<file path="config.mk">
export PLATFORM = sky130hd
export DESIGN_NAME = moldudp64_add_order_stock_filter_flat
export DESIGN_NICKNAME = d
export VERILOG_FILES = /design/src/hw/rtl/mudp_pkg.sv /design/src/hw/rtl/mudp_req_if.sv /design/src/hw/rtl/mudp_rsp_if.sv /design/src/hw/rtl/mudp_csr_if.sv /design/src/hw/rtl/moldudp64_add_order_stock_filter.sv /design/src/hw/rtl/mudp_csr.sv /design/src/hw/rtl/mudp_parser.sv /design/src/hw/rtl/mudp_rsp_fifo.sv /design/src/flat_wrapper.sv
export SDC_FILE = /design/constraint.sdc
export NUM_CORES = 2
export LEC_CHECK = 0
export ABC_CLOCK_PERIOD_IN_PS = 11700
export BUFFER_PORTS_ARGS = -buffer_cell sky130_fd_sc_hd__buf_2
export CORE_MARGIN = 3
export CORE_UTILIZATION = 30
export DETAILED_ROUTE_END_ITERATION = 10
export MAX_ROUTING_LAYER = met4
export PLACE_DENSITY = 0.44
export SYNTH_ARGS = -nofsm -noshare
export SYNTH_HDL_FRONTEND = slang
export SYNTH_SLANG_ARGS = --single-unit
</file>
<file path="constraint.sdc">
create_clock -name clock -period 11.7 [get_ports clock]
set_clock_uncertainty 0.05 [all_clocks]
set_input_delay 1.755 -clock clock [delete_from_list [all_inputs] [get_ports clock]]
set_output_delay 1.755 -clock clock [all_outputs]
set_load 0.01 [all_outputs]
</file>
<file path="src/hw/rtl/mudp_pkg.sv">
`timescale 1ns / 1ps
// Shared types and constants for the MoldUDP64 add order stock filter.
// No dependencies; the top level, csr, parser and fifo use it by scoped names.
package mudp_pkg;

   // Fixed protocol layout
   localparam int HeaderBytes  = 20;
   localparam int StockOffset  = 24;
   localparam int StockBytes   = 8;
   localparam logic [7:0]  ADD_ORDER_TYPE = 8'h41;
   localparam logic [15:0] END_OF_SESSION = 16'hFFFF;
   localparam logic [63:0] SPACES8        = 64'h2020_2020_2020_2020;

   // Body offset is only compared below StockOffset + StockBytes, so it saturates
   localparam int OffWidth = 6;
   localparam logic [OffWidth-1:0] OFF_SAT = '1;

   // Result kinds
   localparam logic KIND_VERDICT = 1'b0;
   localparam logic KIND_SUMMARY = 1'b1;

   // Configuration register indexes
   typedef enum logic [2:0] {
      REG_FILTER_COUNT,
      REG_IGNORE_FILTER,
      REG_STOCK_A,
      REG_STOCK_B,
      REG_STOCK_C,
      REG_STOCK_D,
      REG_STOCK_E,
      REG_STOCK_F
   } reg_index_type;

   // Parser phases
   typedef enum logic [1:0] {
      PH_HEADER,
      PH_LENGTH,
      PH_BODY,
      PH_IDLE
   } phase_type;

   // Scalar filter controls
   typedef struct packed {
      logic [2:0] filter_count;
      logic       ignore_filter;
   } ctrl_type;

   // One result item
   typedef struct packed {
      logic        kind;
      logic [15:0] message_index;
      logic [63:0] stock_seen;
      logic        hit;
      logic        packet_hit;
      logic [31:0] packets_seen;
      logic [31:0] packets_hit;
      logic        last;
   } rsp_item_type;

   // Results produced by one accepted byte, verdict first
   typedef struct packed {
      logic         vrd_valid;
      rsp_item_type vrd;
      logic         sum_valid;
      rsp_item_type sum;
   } push_type;

endpackage

</file>
<file path="src/hw/rtl/mudp_req_if.sv">
`timescale 1ns / 1ps
// Input byte channel: valid/ready handshake with one payload byte and packet end flag.
// Depends on nothing.
interface mudp_req_if;
   logic       valid;
   logic       ready;
   logic [7:0] data_byte;
   logic       end_of_packet;

   modport source (output valid, output data_byte, output end_of_packet, input ready);
   modport sink   (input valid, input data_byte, input end_of_packet, output ready);
endinterface

</file>
<file path="src/hw/rtl/mudp_rsp_if.sv">
`timescale 1ns / 1ps
// Result channel: valid/ready handshake carrying verdict and summary fields.
// Depends on nothing.
interface mudp_rsp_if;
   logic        valid;
   logic        ready;
   logic        kind;
   logic [15:0] message_index;
   logic [63:0] stock_seen;
   logic        hit;
   logic        packet_hit;
   logic [31:0] packets_seen;
   logic [31:0] packets_hit;
   logic        last;

   modport source (output valid, output kind, output message_index, output stock_seen,
                   output hit, output packet_hit, output packets_seen,
                   output packets_hit, output last, input ready);
   modport sink   (input valid, input kind, input message_index, input stock_seen,
                   input hit, input packet_hit, input packets_seen,
                   input packets_hit, input last, output ready);
endinterface

</file>
<file path="src/hw/rtl/mudp_csr_if.sv">
`timescale 1ns / 1ps
// Configuration write channel: valid/ready with register index and write data.
// Depends on nothing.
interface mudp_csr_if;
   logic        valid;
   logic        ready;
   logic [2:0]  index;
   logic [63:0] data;

   modport source (output valid, output index, output data, input ready);
   modport sink   (input valid, input index, input data, output ready);
endinterface

</file>
<file path="src/hw/rtl/moldudp64_add_order_stock_filter.sv">
`timescale 1ns / 1ps
// Top level of the MoldUDP64 add order stock filter.
// Depends on mudp_pkg, the three channel interfaces, mudp_csr, mudp_parser, mudp_rsp_fifo.
//
//   channel  | dir | payload                                  | moves
//   req_ch   | in  | data_byte, end_of_packet                 | one payload byte per item
//   rsp_ch   | out | kind .. last (verdict or packet summary) | one result per item
//   csr_ch   | in  | index, data                              | one register write
//
// One byte is taken per cycle while req_ch.ready is high; its results are in the
// result queue the next cycle. A byte gives zero, one or two results; the
// four-entry queue drains one per cycle while rsp_ch.ready is high, so bytes that give
// two results are held to that rate; req_ch.ready drops while the queue holds more
// than two results. Synchronous active-high reset clears parser state, counters and
// controls, fills the stock slots with spaces; csr writes are always taken.
module moldudp64_add_order_stock_filter #(
   parameter int MAX_PACKET_BYTES = 2048,
   parameter int FILTER_SLOTS     = 6
) (
   input  logic        clock,
   input  logic        reset,
   mudp_req_if.sink    req_ch,
   mudp_rsp_if.source  rsp_ch,
   mudp_csr_if.sink    csr_ch
);

   mudp_pkg::ctrl_type            ctrl;
   logic [FILTER_SLOTS-1:0][63:0] stocks;
   mudp_pkg::push_type            push;
   mudp_pkg::rsp_item_type        out_item;
   logic                          space;
   logic                          in_fire;

   assign csr_ch.ready = 1'b1;
   assign req_ch.ready = space;
   assign in_fire      = req_ch.valid && space;

   // Configuration registers
   mudp_csr #(
      .FILTER_SLOTS(FILTER_SLOTS)
   ) u_csr (
      .clock    (clock),
      .reset    (reset),
      .wr_en    (csr_ch.valid),
      .wr_index (csr_ch.index),
      .wr_data  (csr_ch.data),
      .ctrl     (ctrl),
      .stocks   (stocks)
   );

   // Byte parser and matcher
   mudp_parser #(
      .MAX_PACKET_BYTES(MAX_PACKET_BYTES),
      .FILTER_SLOTS    (FILTER_SLOTS)
   ) u_parser (
      .clock         (clock),
      .reset         (reset),
      .in_fire       (in_fire),
      .data_byte     (req_ch.data_byte),
      .end_of_packet (req_ch.end_of_packet),
      .ctrl          (ctrl),
      .stocks        (stocks),
      .push          (push)
   );

   // Result queue
   mudp_rsp_fifo u_fifo (
      .clock     (clock),
      .reset     (reset),
      .push      (push),
      .space     (space),
      .out_valid (rsp_ch.valid),
      .out_ready (rsp_ch.ready),
      .out_item  (out_item)
   );

   assign rsp_ch.kind          = out_item.kind;
   assign rsp_ch.message_index = out_item.message_index;
   assign rsp_ch.stock_seen    = out_item.stock_seen;
   assign rsp_ch.hit           = out_item.hit;
   assign rsp_ch.packet_hit    = out_item.packet_hit;
   assign rsp_ch.packets_seen  = out_item.packets_seen;
   assign rsp_ch.packets_hit   = out_item.packets_hit;
   assign rsp_ch.last          = out_item.last;

endmodule

</file>
<file path="src/hw/rtl/mudp_csr.sv">
`timescale 1ns / 1ps
// Filter configuration registers: filter count, ignore flag and stock slots.
// Depends on mudp_pkg.
module mudp_csr #(
   parameter int FILTER_SLOTS = 6
) (
   input  logic                         clock,
   input  logic                         reset,
   input  logic                         wr_en,
   input  logic [2:0]                   wr_index,
   input  logic [63:0]                  wr_data,
   output mudp_pkg::ctrl_type           ctrl,
   output logic [FILTER_SLOTS-1:0][63:0] stocks
);

   mudp_pkg::ctrl_type                ctrl_ff;
   logic [FILTER_SLOTS-1:0][63:0]     stock_ff;

   // Scalar controls
   always_ff @(posedge clock) begin
      if (reset) begin
         ctrl_ff <= '0;
      end else if (wr_en) begin
         if (wr_index == mudp_pkg::REG_FILTER_COUNT) begin
            ctrl_ff.filter_count <= wr_data[2:0];
         end
         if (wr_index == mudp_pkg::REG_IGNORE_FILTER) begin
            ctrl_ff.ignore_filter <= wr_data[0];
         end
      end
   end

   // Stock slots; indexes past the implemented slots are dropped
   always_ff @(posedge clock) begin
      if (reset) begin
         for (int s = 0; s < FILTER_SLOTS; s++) begin
            stock_ff[s] <= mudp_pkg::SPACES8;
         end
      end else if (wr_en) begin
         for (int s = 0; s < FILTER_SLOTS; s++) begin
            if (wr_index == 3'(int'(mudp_pkg::REG_STOCK_A) + s)) begin
               stock_ff[s] <= wr_data;
            end
         end
      end
   end

   assign ctrl   = ctrl_ff;
   assign stocks = stock_ff;

endmodule

</file>
<file path="src/hw/rtl/mudp_parser.sv">
`timescale 1ns / 1ps
// Packet walker: header count, message lengths, add order stock capture and match,
// packet counters. Produces up to two result items per accepted byte. Depends on mudp_pkg.
module mudp_parser #(
   parameter int MAX_PACKET_BYTES = 2048,
   parameter int FILTER_SLOTS     = 6
) (
   input  logic                          clock,
   input  logic                          reset,
   input  logic                          in_fire,
   input  logic [7:0]                    data_byte,
   input  logic                          end_of_packet,
   input  mudp_pkg::ctrl_type            ctrl,
   input  logic [FILTER_SLOTS-1:0][63:0] stocks,
   output mudp_pkg::push_type            push
);

   localparam int PosWidth = $clog2(MAX_PACKET_BYTES + 1);
   localparam int OW       = mudp_pkg::OffWidth;

   mudp_pkg::phase_type phase_ff, phase_in;
   logic [PosWidth-1:0] pos_ff, pos_in;
   logic                len_sel_ff, len_sel_in;
   logic [7:0]          len_hi_ff, len_hi_in;
   logic [15:0]         msgs_left_ff, msgs_left_in;
   logic [15:0]         bytes_left_ff, bytes_left_in;
   logic [OW-1:0]       off_ff, off_in;
   logic [7:0]          type_ff, type_in;
   logic [63:0]         shift_ff, shift_in;
   logic [15:0]         msg_num_ff, msg_num_in;
   logic                flag_ff, flag_in;
   logic [31:0]         pkt_cnt_ff, pkt_cnt_in;
   logic [31:0]         hit_cnt_ff, hit_cnt_in;

   logic [15:0] count_word;
   logic [15:0] len_word;
   logic [15:0] msgs_dec;
   logic [15:0] bytes_dec;
   logic [63:0] shift_next;
   logic        match;
   logic        verdict;
   logic        finish;

   // Stock compare against configured slots; ignore flag or zero filter count matches all
   always_comb begin
      match = ctrl.ignore_filter || (ctrl.filter_count == 3'd0);
      for (int s = 0; s < FILTER_SLOTS; s++) begin
         if ((int'(ctrl.filter_count) > s) && (stocks[s] == shift_next)) begin
            match = 1'b1;
         end
      end
   end

   assign count_word = {len_hi_ff, data_byte};
   assign len_word   = {len_hi_ff, data_byte};
   assign msgs_dec   = msgs_left_ff - 16'd1;
   assign bytes_dec  = bytes_left_ff - 16'd1;
   assign shift_next = {shift_ff[55:0], data_byte};

   // Next state and result items
   always_comb begin
      phase_in      = phase_ff;
      pos_in        = pos_ff;
      len_sel_in    = len_sel_ff;
      len_hi_in     = len_hi_ff;
      msgs_left_in  = msgs_left_ff;
      bytes_left_in = bytes_left_ff;
      off_in        = off_ff;
      type_in       = type_ff;
      shift_in      = shift_ff;
      msg_num_in    = msg_num_ff;
      flag_in       = flag_ff;
      pkt_cnt_in    = pkt_cnt_ff;
      hit_cnt_in    = hit_cnt_ff;
      verdict       = 1'b0;
      finish        = 1'b0;

      if (in_fire && (pos_ff < PosWidth'(MAX_PACKET_BYTES))) begin
         pos_in = pos_ff + PosWidth'(1);
         case (phase_ff)
            mudp_pkg::PH_HEADER: begin
               if (pos_ff == PosWidth'(mudp_pkg::HeaderBytes - 2)) begin
                  len_hi_in = data_byte;
               end else if (pos_ff == PosWidth'(mudp_pkg::HeaderBytes - 1)) begin
                  len_hi_in  = '0;
                  len_sel_in = 1'b0;
                  if (count_word == mudp_pkg::END_OF_SESSION || count_word == 16'd0) begin
                     msgs_left_in = '0;
                     phase_in     = mudp_pkg::PH_IDLE;
                  end else begin
                     msgs_left_in = count_word;
                     phase_in     = mudp_pkg::PH_LENGTH;
                  end
               end
            end
            mudp_pkg::PH_LENGTH: begin
               if (!len_sel_ff) begin
                  len_hi_in  = data_byte;
                  len_sel_in = 1'b1;
               end else begin
                  len_hi_in     = '0;
                  len_sel_in    = 1'b0;
                  bytes_left_in = len_word;
                  off_in        = '0;
                  if (len_word == 16'd0) begin
                     finish = 1'b1;
                  end else begin
                     phase_in = mudp_pkg::PH_BODY;
                  end
               end
            end
            mudp_pkg::PH_BODY: begin
               if (off_ff == '0) begin
                  type_in = data_byte;
               end
               if (off_ff >= OW'(mudp_pkg::StockOffset)
                   && off_ff < OW'(mudp_pkg::StockOffset + mudp_pkg::StockBytes)) begin
                  shift_in = shift_next;
               end
               if (off_ff == OW'(mudp_pkg::StockOffset + mudp_pkg::StockBytes - 1)
                   && type_ff == mudp_pkg::ADD_ORDER_TYPE) begin
                  verdict = 1'b1;
                  if (match) begin
                     flag_in = 1'b1;
                  end
               end
               if (off_ff != mudp_pkg::OFF_SAT) begin
                  off_in = off_ff + OW'(1);
               end
               bytes_left_in = bytes_dec;
               if (bytes_dec == 16'd0) begin
                  finish = 1'b1;
               end
            end
            default: begin
               // trailing bytes after the last message
            end
         endcase

         // message done: advance counts
         if (finish) begin
            msg_num_in    = msg_num_ff + 16'd1;
            msgs_left_in  = msgs_dec;
            off_in        = '0;
            bytes_left_in = '0;
            type_in       = '0;
            phase_in      = (msgs_dec != 16'd0) ? mudp_pkg::PH_LENGTH : mudp_pkg::PH_IDLE;
         end
      end

      // Packet end: summary counters and per-packet clear
      if (in_fire && end_of_packet) begin
         pkt_cnt_in = pkt_cnt_ff + 32'd1;
         if (flag_in) begin
            hit_cnt_in = hit_cnt_ff + 32'd1;
         end
         phase_in      = mudp_pkg::PH_HEADER;
         pos_in        = '0;
         len_sel_in    = 1'b0;
         len_hi_in     = '0;
         msgs_left_in  = '0;
         bytes_left_in = '0;
         off_in        = '0;
         type_in       = '0;
         msg_num_in    = '0;
         flag_in       = 1'b0;
      end

      // Result items
      push.vrd_valid          = verdict;
      push.vrd                = '0;
      push.vrd.kind           = mudp_pkg::KIND_VERDICT;
      push.vrd.message_index  = msg_num_ff;
      push.vrd.stock_seen     = shift_next;
      push.vrd.hit            = match;
      push.vrd.last           = !end_of_packet;

      push.sum_valid          = in_fire && end_of_packet;
      push.sum                = '0;
      push.sum.kind           = mudp_pkg::KIND_SUMMARY;
      push.sum.packet_hit     = flag_ff || (verdict && match);
      push.sum.packets_seen   = pkt_cnt_in;
      push.sum.packets_hit    = hit_cnt_in;
      push.sum.last           = 1'b1;
   end

   // State registers
   always_ff @(posedge clock) begin
      if (reset) begin
         phase_ff      <= mudp_pkg::PH_HEADER;
         pos_ff        <= '0;
         len_sel_ff    <= 1'b0;
         msgs_left_ff  <= '0;
         bytes_left_ff <= '0;
         off_ff        <= '0;
         msg_num_ff    <= '0;
         flag_ff       <= 1'b0;
         pkt_cnt_ff    <= '0;
         hit_cnt_ff    <= '0;
      end else begin
         phase_ff      <= phase_in;
         pos_ff        <= pos_in;
         len_sel_ff    <= len_sel_in;
         msgs_left_ff  <= msgs_left_in;
         bytes_left_ff <= bytes_left_in;
         off_ff        <= off_in;
         msg_num_ff    <= msg_num_in;
         flag_ff       <= flag_in;
         pkt_cnt_ff    <= pkt_cnt_in;
         hit_cnt_ff    <= hit_cnt_in;
      end
   end

   // Payload registers
   always_ff @(posedge clock) begin
      len_hi_ff <= len_hi_in;
      type_ff   <= type_in;
      shift_ff  <= shift_in;
   end

endmodule

</file>
<file path="src/hw/rtl/mudp_rsp_fifo.sv">
`timescale 1ns / 1ps
// Four-entry result queue: up to two items in, one out if out_ready, per cycle.
// Depends on mudp_pkg.
module mudp_rsp_fifo (
   input  logic                   clock,
   input  logic                   reset,
   input  mudp_pkg::push_type     push,
   output logic                   space,
   output logic                   out_valid,
   input  logic                   out_ready,
   output mudp_pkg::rsp_item_type out_item
);

   mudp_pkg::rsp_item_type mem_ff [4];
   logic [1:0] wp_ff, wp_in;
   logic [1:0] rp_ff, rp_in;
   logic [2:0] cnt_ff, cnt_in;
   logic [1:0] n_push;
   logic       pop;
   mudp_pkg::rsp_item_type e0;
   mudp_pkg::rsp_item_type e1;

   // Order the pushed items: verdict ahead of summary
   always_comb begin
      n_push = 2'(push.vrd_valid) + 2'(push.sum_valid);
      e0     = push.vrd_valid ? push.vrd : push.sum;
      e1     = push.sum;
      pop    = out_valid && out_ready;
      wp_in  = wp_ff + n_push;
      rp_in  = rp_ff + 2'(pop);
      cnt_in = cnt_ff + 3'(n_push) - 3'(pop);
   end

   always_ff @(posedge clock) begin
      if (reset) begin
         wp_ff  <= '0;
         rp_ff  <= '0;
         cnt_ff <= '0;
      end else begin
         wp_ff  <= wp_in;
         rp_ff  <= rp_in;
         cnt_ff <= cnt_in;
      end
   end

   // Entry storage
   always_ff @(posedge clock) begin
      if (n_push != 2'd0) begin
         mem_ff[wp_ff] <= e0;
      end
      if (n_push == 2'd2) begin
         mem_ff[wp_ff + 2'd1] <= e1;
      end
   end

   assign space     = (cnt_ff <= 3'd2);
   assign out_valid = (cnt_ff != 3'd0);
   assign out_item  = mem_ff[rp_ff];

endmodule
</file>
<file path="src/flat_wrapper.sv">
// flat-port wrapper written by rule: the top's interface ports become plain ports
module moldudp64_add_order_stock_filter_flat 
#(
   parameter int MAX_PACKET_BYTES = 2048,
   parameter int FILTER_SLOTS     = 6
)
  (clock, reset, req_ch_valid, req_ch_data_byte, req_ch_end_of_packet, req_ch_ready, rsp_ch_valid, rsp_ch_kind, rsp_ch_message_index, rsp_ch_stock_seen, rsp_ch_hit, rsp_ch_packet_hit, rsp_ch_packets_seen, rsp_ch_packets_hit, rsp_ch_last, rsp_ch_ready, csr_ch_valid, csr_ch_index, csr_ch_data, csr_ch_ready);
  mudp_req_if req_ch_i ();
  mudp_rsp_if rsp_ch_i ();
  mudp_csr_if csr_ch_i ();
  input  logic clock;
  input  logic reset;
  input wire logic [$bits(req_ch_i.valid)-1:0] req_ch_valid;
  input wire logic [$bits(req_ch_i.data_byte)-1:0] req_ch_data_byte;
  input wire logic [$bits(req_ch_i.end_of_packet)-1:0] req_ch_end_of_packet;
  output wire logic [$bits(req_ch_i.ready)-1:0] req_ch_ready;
  output wire logic [$bits(rsp_ch_i.valid)-1:0] rsp_ch_valid;
  output wire logic [$bits(rsp_ch_i.kind)-1:0] rsp_ch_kind;
  output wire logic [$bits(rsp_ch_i.message_index)-1:0] rsp_ch_message_index;
  output wire logic [$bits(rsp_ch_i.stock_seen)-1:0] rsp_ch_stock_seen;
  output wire logic [$bits(rsp_ch_i.hit)-1:0] rsp_ch_hit;
  output wire logic [$bits(rsp_ch_i.packet_hit)-1:0] rsp_ch_packet_hit;
  output wire logic [$bits(rsp_ch_i.packets_seen)-1:0] rsp_ch_packets_seen;
  output wire logic [$bits(rsp_ch_i.packets_hit)-1:0] rsp_ch_packets_hit;
  output wire logic [$bits(rsp_ch_i.last)-1:0] rsp_ch_last;
  input wire logic [$bits(rsp_ch_i.ready)-1:0] rsp_ch_ready;
  input wire logic [$bits(csr_ch_i.valid)-1:0] csr_ch_valid;
  input wire logic [$bits(csr_ch_i.index)-1:0] csr_ch_index;
  input wire logic [$bits(csr_ch_i.data)-1:0] csr_ch_data;
  output wire logic [$bits(csr_ch_i.ready)-1:0] csr_ch_ready;
  assign req_ch_i.valid = req_ch_valid;
  assign req_ch_i.data_byte = req_ch_data_byte;
  assign req_ch_i.end_of_packet = req_ch_end_of_packet;
  assign req_ch_ready = req_ch_i.ready;
  assign rsp_ch_valid = rsp_ch_i.valid;
  assign rsp_ch_kind = rsp_ch_i.kind;
  assign rsp_ch_message_index = rsp_ch_i.message_index;
  assign rsp_ch_stock_seen = rsp_ch_i.stock_seen;
  assign rsp_ch_hit = rsp_ch_i.hit;
  assign rsp_ch_packet_hit = rsp_ch_i.packet_hit;
  assign rsp_ch_packets_seen = rsp_ch_i.packets_seen;
  assign rsp_ch_packets_hit = rsp_ch_i.packets_hit;
  assign rsp_ch_last = rsp_ch_i.last;
  assign rsp_ch_i.ready = rsp_ch_ready;
  assign csr_ch_i.valid = csr_ch_valid;
  assign csr_ch_i.index = csr_ch_index;
  assign csr_ch_i.data = csr_ch_data;
  assign csr_ch_ready = csr_ch_i.ready;
  moldudp64_add_order_stock_filter #(.MAX_PACKET_BYTES(MAX_PACKET_BYTES), .FILTER_SLOTS(FILTER_SLOTS)) u_core (.clock(clock), .reset(reset), .req_ch(req_ch_i), .rsp_ch(rsp_ch_i), .csr_ch(csr_ch_i));
endmodule
</file>
### After elaboration in Yosys (flattened, before gate mapping)

Memories as Yosys holds them, arrays and structs flattened. A register that Yosys moved wholly into a read port is not among the register bits.
Cells that the tools add are included.
W data, S select, Z words.

* flip-flop bits (word level): 601
* latch bits: 0
* bits in writable memories: 592
* ROM bits: 0
* input bits: 81
* output and inout bits: 151
* word-level logic and storage cells: 188
* memories: 1

Memory list
* u_core.u_fifo.mem_ff: depth 4, width 148, read ports 1, clocked after memory_dff 1, wr ports 2, RTL line mudp_rsp_fifo.sv:14 `mudp_pkg::rsp_item_type mem_ff [4];`

* add/subtract/negate cells: 13
* multipliers: 0
* divide/modulo/power cells: 0
* magnitude comparators: 10
* equality and inequality tests: 31
* shift operators: 0
* mux-type cells: 58
* bitwise gates (word level): 0
* reductions and logical operators: 51

Operator list (number)
* $eq A64 B64 Y1: 6
* $mux W148: 1
* $mux W16: 7
* $mux W32: 3
* $add A32 B1 Y32 const B: 2
* $mux W8: 6
* $logic_not A16 Y1: 2
* $pmux W16 S2: 1
* $sub A16 B1 Y16 const B: 2
* $eq A12 B5 Y1 const B: 2
* $mux W1: 24
* $mux W6: 3
* $ne A3 B3 Y1 const B: 6
* $reduce_and A2 Y1: 9
* $add A16 B1 Y16 const B: 1
* $eq A16 B16 Y1 const B: 1
* $mux W2: 8
* $pmux W8 S2: 1
* $reduce_bool A16 Y1: 1
* $logic_and A1 B1 Y1: 13
* $add A12 B1 Y12 const B: 1
* $eq A3 B3 Y1 const B: 4
* $lt A12 B12 Y1 const B: 1
* $pmux W6 S2: 1
* other kinds (35): 57

### Depth between registers and ports, before layout

* depth in word-level cells: 15
* depth in mapped cells: 16
* mapped depth without buffers: 15

### Modules after synthesis

Synthesis repeated with hierarchy kept, for this count alone.

* cells, all modules: 4719
* area total of the unflattened synthesis: 59637.2 um2

By module, submodules not included
* mudp_rsp_fifo: instances 1, cells each 1485, area each 28847.7 um2, sequential area each 17917.2 um2
* mudp_parser: instances 1, cells each 1893, area each 15823.9 um2, sequential area each 4684.5 um2
* mudp_csr: instances 1, cells each 1338, area each 14948.1 um2, sequential area each 7767.4 um2
* moldudp64_add_order_stock_filter: instances 1, cells each 3, area each 17.5 um2, sequential area each 0.0 um2

### Worst setup path before layout

Ideal clock, no wire load.

* kind: input-to-reg
* start point: input port req_ch_valid
* end point: memory u_core.u_fifo.mem_ff[0][10] in the netlist's numbering (enable)
* library setup time: 0.420 ns
* arrival: 4.755 ns
* required time: 11.230 ns
* path slack: 6.475 ns
* cell stages on the path: 10
* path buffers: 2
* path through: nand3b_2 > nor3_2 > and4_1 > buf_2 > inv_2 > ha_1 > or3_1 > and2_1 > clkbuf_1 > inv_1

RTL lines
* start: declaration: RTL line flat_wrapper.sv:13 `input wire logic [$bits(req_ch_i.valid)-1:0] req_ch_valid;`
* end: declaration: RTL line mudp_rsp_fifo.sv:14

==> qor.txt <==
DIE
----------------------------------------------------------------------------------
Top-level port count                                                           232
Starting utilization of the core area                                        0.304
Die Outline Area                                                      178,000 sq um
Standard-cell rows                                                             151
Core footprint                                                        170,000 sq um
Vert. Die Dim                                                               421 um
Die X-Extent                                                                421 um

GLOBAL ROUTING
----------------------------------------------------------------------------------
Remaining global-route overflow                                                  0
Largest net degree at the start of global routing                               90
Wire length of the first global-routing pass                            275,000 um
Overall Global Routing Usage                                                 0.214
Number of antenna violations at the first check in global routing               19
Vias in the first global route                                              37,400

SYNTHESIS
----------------------------------------------------------------------------------
Synthesized instance count                                                   5,070
Simple-gate portion of the synthesized area                                  0.157
Most used flip-flop cell after synthesis                              sky130_fd_sc_hd__dfxtp_1
Yosys warning total                                                              0
Post-Syn Area per Cell                                                  10.2 sq um
Yosys reg bits                                                               1,193
Fraction of the yosys area taken by sequential cells                         0.522
Post-synthesis net count                                                     5,173
Fraction of synthesized cell area in xor and xnor cells                     0.0743
Fraction of registers with async set/reset                                       0
Most area-consuming cells after synthesis                             sky130_fd_sc_hd__dfxtp_1 34%, sky130_fd_sc_hd__edfxtp_1 18%, sky130_fd_sc_hd__nand2_1 6.8%
Most used standard cells in the synthesized netlist                   944 x sky130_fd_sc_hd__nand2_1, 877 x sky130_fd_sc_hd__dfxtp_1, 452 x sky130_fd_sc_hd__a21oi_1
Number of unique standard cell types used by synthesis                          88
Yosys top cell area share                                                    0.339
Largest family of logic cells by synthesized area                     simple AND/OR/NAND/NOR gates
Multiplexer share of the synthesized area                                   0.0816
Adder and majority gate portion of the synthesized area                    0.00546
Synthesized area                                                      51,800 sq um
Most frequently used cell type in the post-synthesis netlist          sky130_fd_sc_hd__nand2_1
Post-synthesis compound-gate area fraction                                   0.123
EDFF count, synth                                                              316
Cell type with the largest total area after synthesis                 sky130_fd_sc_hd__dfxtp_1

CTS
----------------------------------------------------------------------------------
Number of post-CTS setup repair buffers                                          0
Number of buffers on the longest clock path                                      3
Num CTS Buffers                                                                142
Number of levels the H-tree was split into                                       4
Number of hold-repair buffers added at the cts stage                             0
Number of clock sinks                                                        1,193
Clock Latency Late Sink                                                    0.79 ns
Library cell used as clock root buffer                                sky130_fd_sc_hd__clkbuf_16
Number of instances resized during post-cts repair                               0
Clk pin slew, worst setup/hold paths                                       0.05 ns
CTS tree                                                                     built

RUN
----------------------------------------------------------------------------------
Max_cap viols                                                                    0

PWR
----------------------------------------------------------------------------------
Part of the power in combinational logic                                     0.100
Internal Pwr Total                                                         7.37 mW
Clk network pwr share                                                        0.459
PD cells                                                               167 nW/um^2
Total power                                                                9.98 mW
Fraction of power consumed by sequential logic                               0.441
Peak ir drop on the vdd network                                           0.144 mV
Sw Ratio                                                                     0.261
Leakage                                                                    20.1 nW
Net switching power figure                                                 2.61 mW

TIMING
----------------------------------------------------------------------------------
Upper clock frequency limit                                                169 MHz
Setup repair after global routing missed its margin                             no
Total negative setup slack                                                    0 ns
Final Critical Period                                                      5.93 ns
Worst slew pin tran                                                        1.27 ns
Crit share post-route                                                        0.507
Total count of hold-check failures in the final report                           0
Max-Slew Margin vs Limit                                                     0.143
Final setup viols                                                                0
Final slew viol count                                                            0

PLACED DESIGN
----------------------------------------------------------------------------------
Total of buffers placed on input and output ports                              230
DP Wirelength                                                           120,000 um
Cells after DPL                                                              7,282
Routability congestion estimate from global placement                        0.848

CRITICAL PATH
----------------------------------------------------------------------------------
Launching element type of the critical path                              flip-flop
Cell with the biggest individual delay on the critical path           sky130_fd_sc_hd__dfxtp_4
Type of element capturing the critical path                             output pin
Kind of cell adding the most delay to the critical path               buffers and inverters
Number of buffers and inverters on the critical path                             3
Required time at the worst-slack endpoint                                  9.90 ns
Cell Chain, Critical Path                                             buf_4 -> buf_12 -> mux4_2 -> buf_2
Crit Path Class                                                            reg2out
Largest stage delay, worst path                                            0.89 ns
Data arrival time of the critical path                                     4.12 ns
Maximum fanout along the worst path                                             76

WORST HOLD PATH
----------------------------------------------------------------------------------
Class of the tightest hold or removal check                                reg2reg

DETAILED ROUTING
----------------------------------------------------------------------------------
Remaining number of nets flagged by the antenna check after routing              0
Drt first-iter violations                                                    3,369
1st-pass router iterations                                                       5
Routed Wire Length                                                      189,000 um
Routed WL per cell                                                         25.1 um
Via density per instance                                                      5.17
Total vias in the final route                                               39,100
Number of design rule violations left after detail routing                       0

CELLS AND AREA
----------------------------------------------------------------------------------
Utilization of the core after routing                                        0.351
Filler Cell Count                                                           17,300
Share of layout cells above drive strength 1                                 0.148
Cell Count, Final, Fillers Out                                               7,552
Number of nets in the layout                                                 5,234
Relative area change from synthesis to final layout                          15.7%

RUN STATUS
----------------------------------------------------------------------------------
Outcome                                                                  completed

==> path summary, 6_finish.rpt <==
path / from / end / slack [ns] / cells past startpoint
worst max-delay path: u_core.u_fifo.rp_ff[0]$_SDFF_PP0_ / rsp_ch_stock_seen[3] / 5.77 / 4
worst min-delay path: u_core.u_fifo.mem_ff[0][147]$_SDFFE_PP1P_ / u_core.u_fifo.mem_ff[0][147]$_SDFFE_PP1P_ / 0.40 / 2
worst max register to register: u_core.u_fifo.cnt_ff[0]$_SDFF_PP0_ / u_core.u_fifo.mem_ff[3][26]$_DFFE_PP_ / 6.50 / 11
worst min register to register: u_core.u_fifo.mem_ff[0][147]$_SDFFE_PP1P_ / u_core.u_fifo.mem_ff[0][147]$_SDFFE_PP1P_ / 0.40 / 2
==> cell type report <==
cell class / count / area, sq um / share of cell area
clock buffers: 209 / 4180 / 0.0698
multi-input cells: 3418 / 23000 / 0.385
well taps: 2295 / 2870 / 0.0479
clock inverters: 54 / 672 / 0.0112
repair buffers: 318 / 1830 / 0.0306
flip-flops and latches: 1193 / 27100 / 0.452
diodes: 7 / 17.5 / 0.000292
inverters: 58 / 223 / 0.00372
==> logic make-up (layout without fill, tap and decap cells) <==
group | Yosys count | count (layout)
AND/OR/NAND/NOR | 1774 | 1774
flip-flops | 1193 | 1193
AO/OA/AOI/OAI | 947 | 947
buffers and inverters | 459 | 639
XOR/XNOR | 439 | 439
multiplexers | 235 | 235
adder cells (fa/ha/maj) | 22 | 22
other | 1 | 8
==> registers in the layout (all words and copies together), names as in the netlist <==
| name | cells |
|---|---|
| u_core.u_parser.shift_ff | 56 |
| u_core.u_parser.bytes_left_ff | 16 |
| u_core.u_fifo.cnt_ff | 3 |
| u_core.u_parser.hit_cnt_ff | 32 |
| u_core.u_parser.pos_ff | 12 |
| u_core.u_csr.stocks | 384 |
| u_core.u_parser.pkt_cnt_ff | 32 |
| u_core.u_parser.type_ff | 8 |
| u_core.u_parser.phase_ff | 2 |
| u_core.u_parser.len_sel_ff | 1 |
| u_core.u_parser.flag_ff | 1 |
| u_core.u_fifo.rp_ff | 2 |
| u_core.u_parser.off_ff | 6 |
| u_core.u_fifo.wp_ff | 2 |
| u_core.u_csr.ctrl | 4 |
| u_core.u_parser.len_hi_ff | 8 |
| u_core.u_fifo.mem_ff | 592 |
| u_core.u_parser.msgs_left_ff | 16 |
| u_core.u_parser.msg_num_ff | 16 |
==> placed cells by master (no fill, tap or decap), types with 16 or more instances in the layout <==
cell type                   netlist  routed
sky130_fd_sc_hd__or3_1           17      16
sky130_fd_sc_hd__or4_1           18      18
sky130_fd_sc_hd__nand3b_1        48      48
sky130_fd_sc_hd__xor2_1          56      56
sky130_fd_sc_hd__inv_1           56      52
sky130_fd_sc_hd__clkbuf_1       293      33
sky130_fd_sc_hd__clkbuf_16        0     145
sky130_fd_sc_hd__buf_2           68     229
sky130_fd_sc_hd__a22o_1         328     328
sky130_fd_sc_hd__edfxtp_1       316     316
sky130_fd_sc_hd__nor2_1         329     320
sky130_fd_sc_hd__nand2_1        944     941
sky130_fd_sc_hd__dfxtp_1        877     875
sky130_fd_sc_hd__nor4_1          45      45
sky130_fd_sc_hd__xnor2_1        383     383
sky130_fd_sc_hd__buf_4            1      87
sky130_fd_sc_hd__o21ai_0         40      39
sky130_fd_sc_hd__a21oi_1        452     451
sky130_fd_sc_hd__ha_1            21      21
sky130_fd_sc_hd__nor2b_1         21      20
sky130_fd_sc_hd__mux2i_1         69      69
sky130_fd_sc_hd__clkbuf_8         0      31
sky130_fd_sc_hd__nand2b_1        56      53
sky130_fd_sc_hd__mux4_2         148     148
sky130_fd_sc_hd__clkinv_2         0      25
sky130_fd_sc_hd__nor3_1          28      25
sky130_fd_sc_hd__nand3_1         53      51
sky130_fd_sc_hd__nand4_1        129     129
==> worst min-delay path, cell delays in order, from the launching register on <==
cell and delay (ns):
sky130_fd_sc_hd__dfxtp_1 0.31, sky130_fd_sc_hd__nand2_1 0.05, sky130_fd_sc_hd__nand2_1 0.04
==> layer usage <==
layer / track usage / part of all wire / vias to the layer above
li1: - / - / 18100
met1: 0.280 / 0.44 / 19600
met2: 0.346 / 0.48 / 1133
met3: 0.0318 / 0.052 / 247
met4: 0.0563 / 0.024 / 0
met5: - / 0 / -
==> power groups by stage <==
| stage | Clock, mW | Combinational [mW] | Sequential (mW) |
|---|---|---|---|
| 2_1_floorplan | 0 | 0.647 | 4.43 |
| 3_3_place_gp | 0 | 1.02 | 4.49 |
| 3_5_place_dp | 0 | 1.03 | 4.49 |
| 4_1_cts | 4.70 | 1.03 | 4.40 |
| 5_1_grt | 4.86 | 1.07 | 4.41 |
| 6_report | 4.59 | 0.994 | 4.40 |
==> per-stage QoR <==
step                      hold WS, ns  instance area (sq um)  setup slack (ns)
final                           0.398                  59900              5.77
after detailed placement        0.389                  55000              5.40
after global placement          0.392                  55000              5.50
after CTS                       0.398                  59900              5.53
after global routing            0.419                  59900              5.37
after floorplan                 0.368                  51800              6.47
No activity file was read; power rests on OpenSTA's default activity.
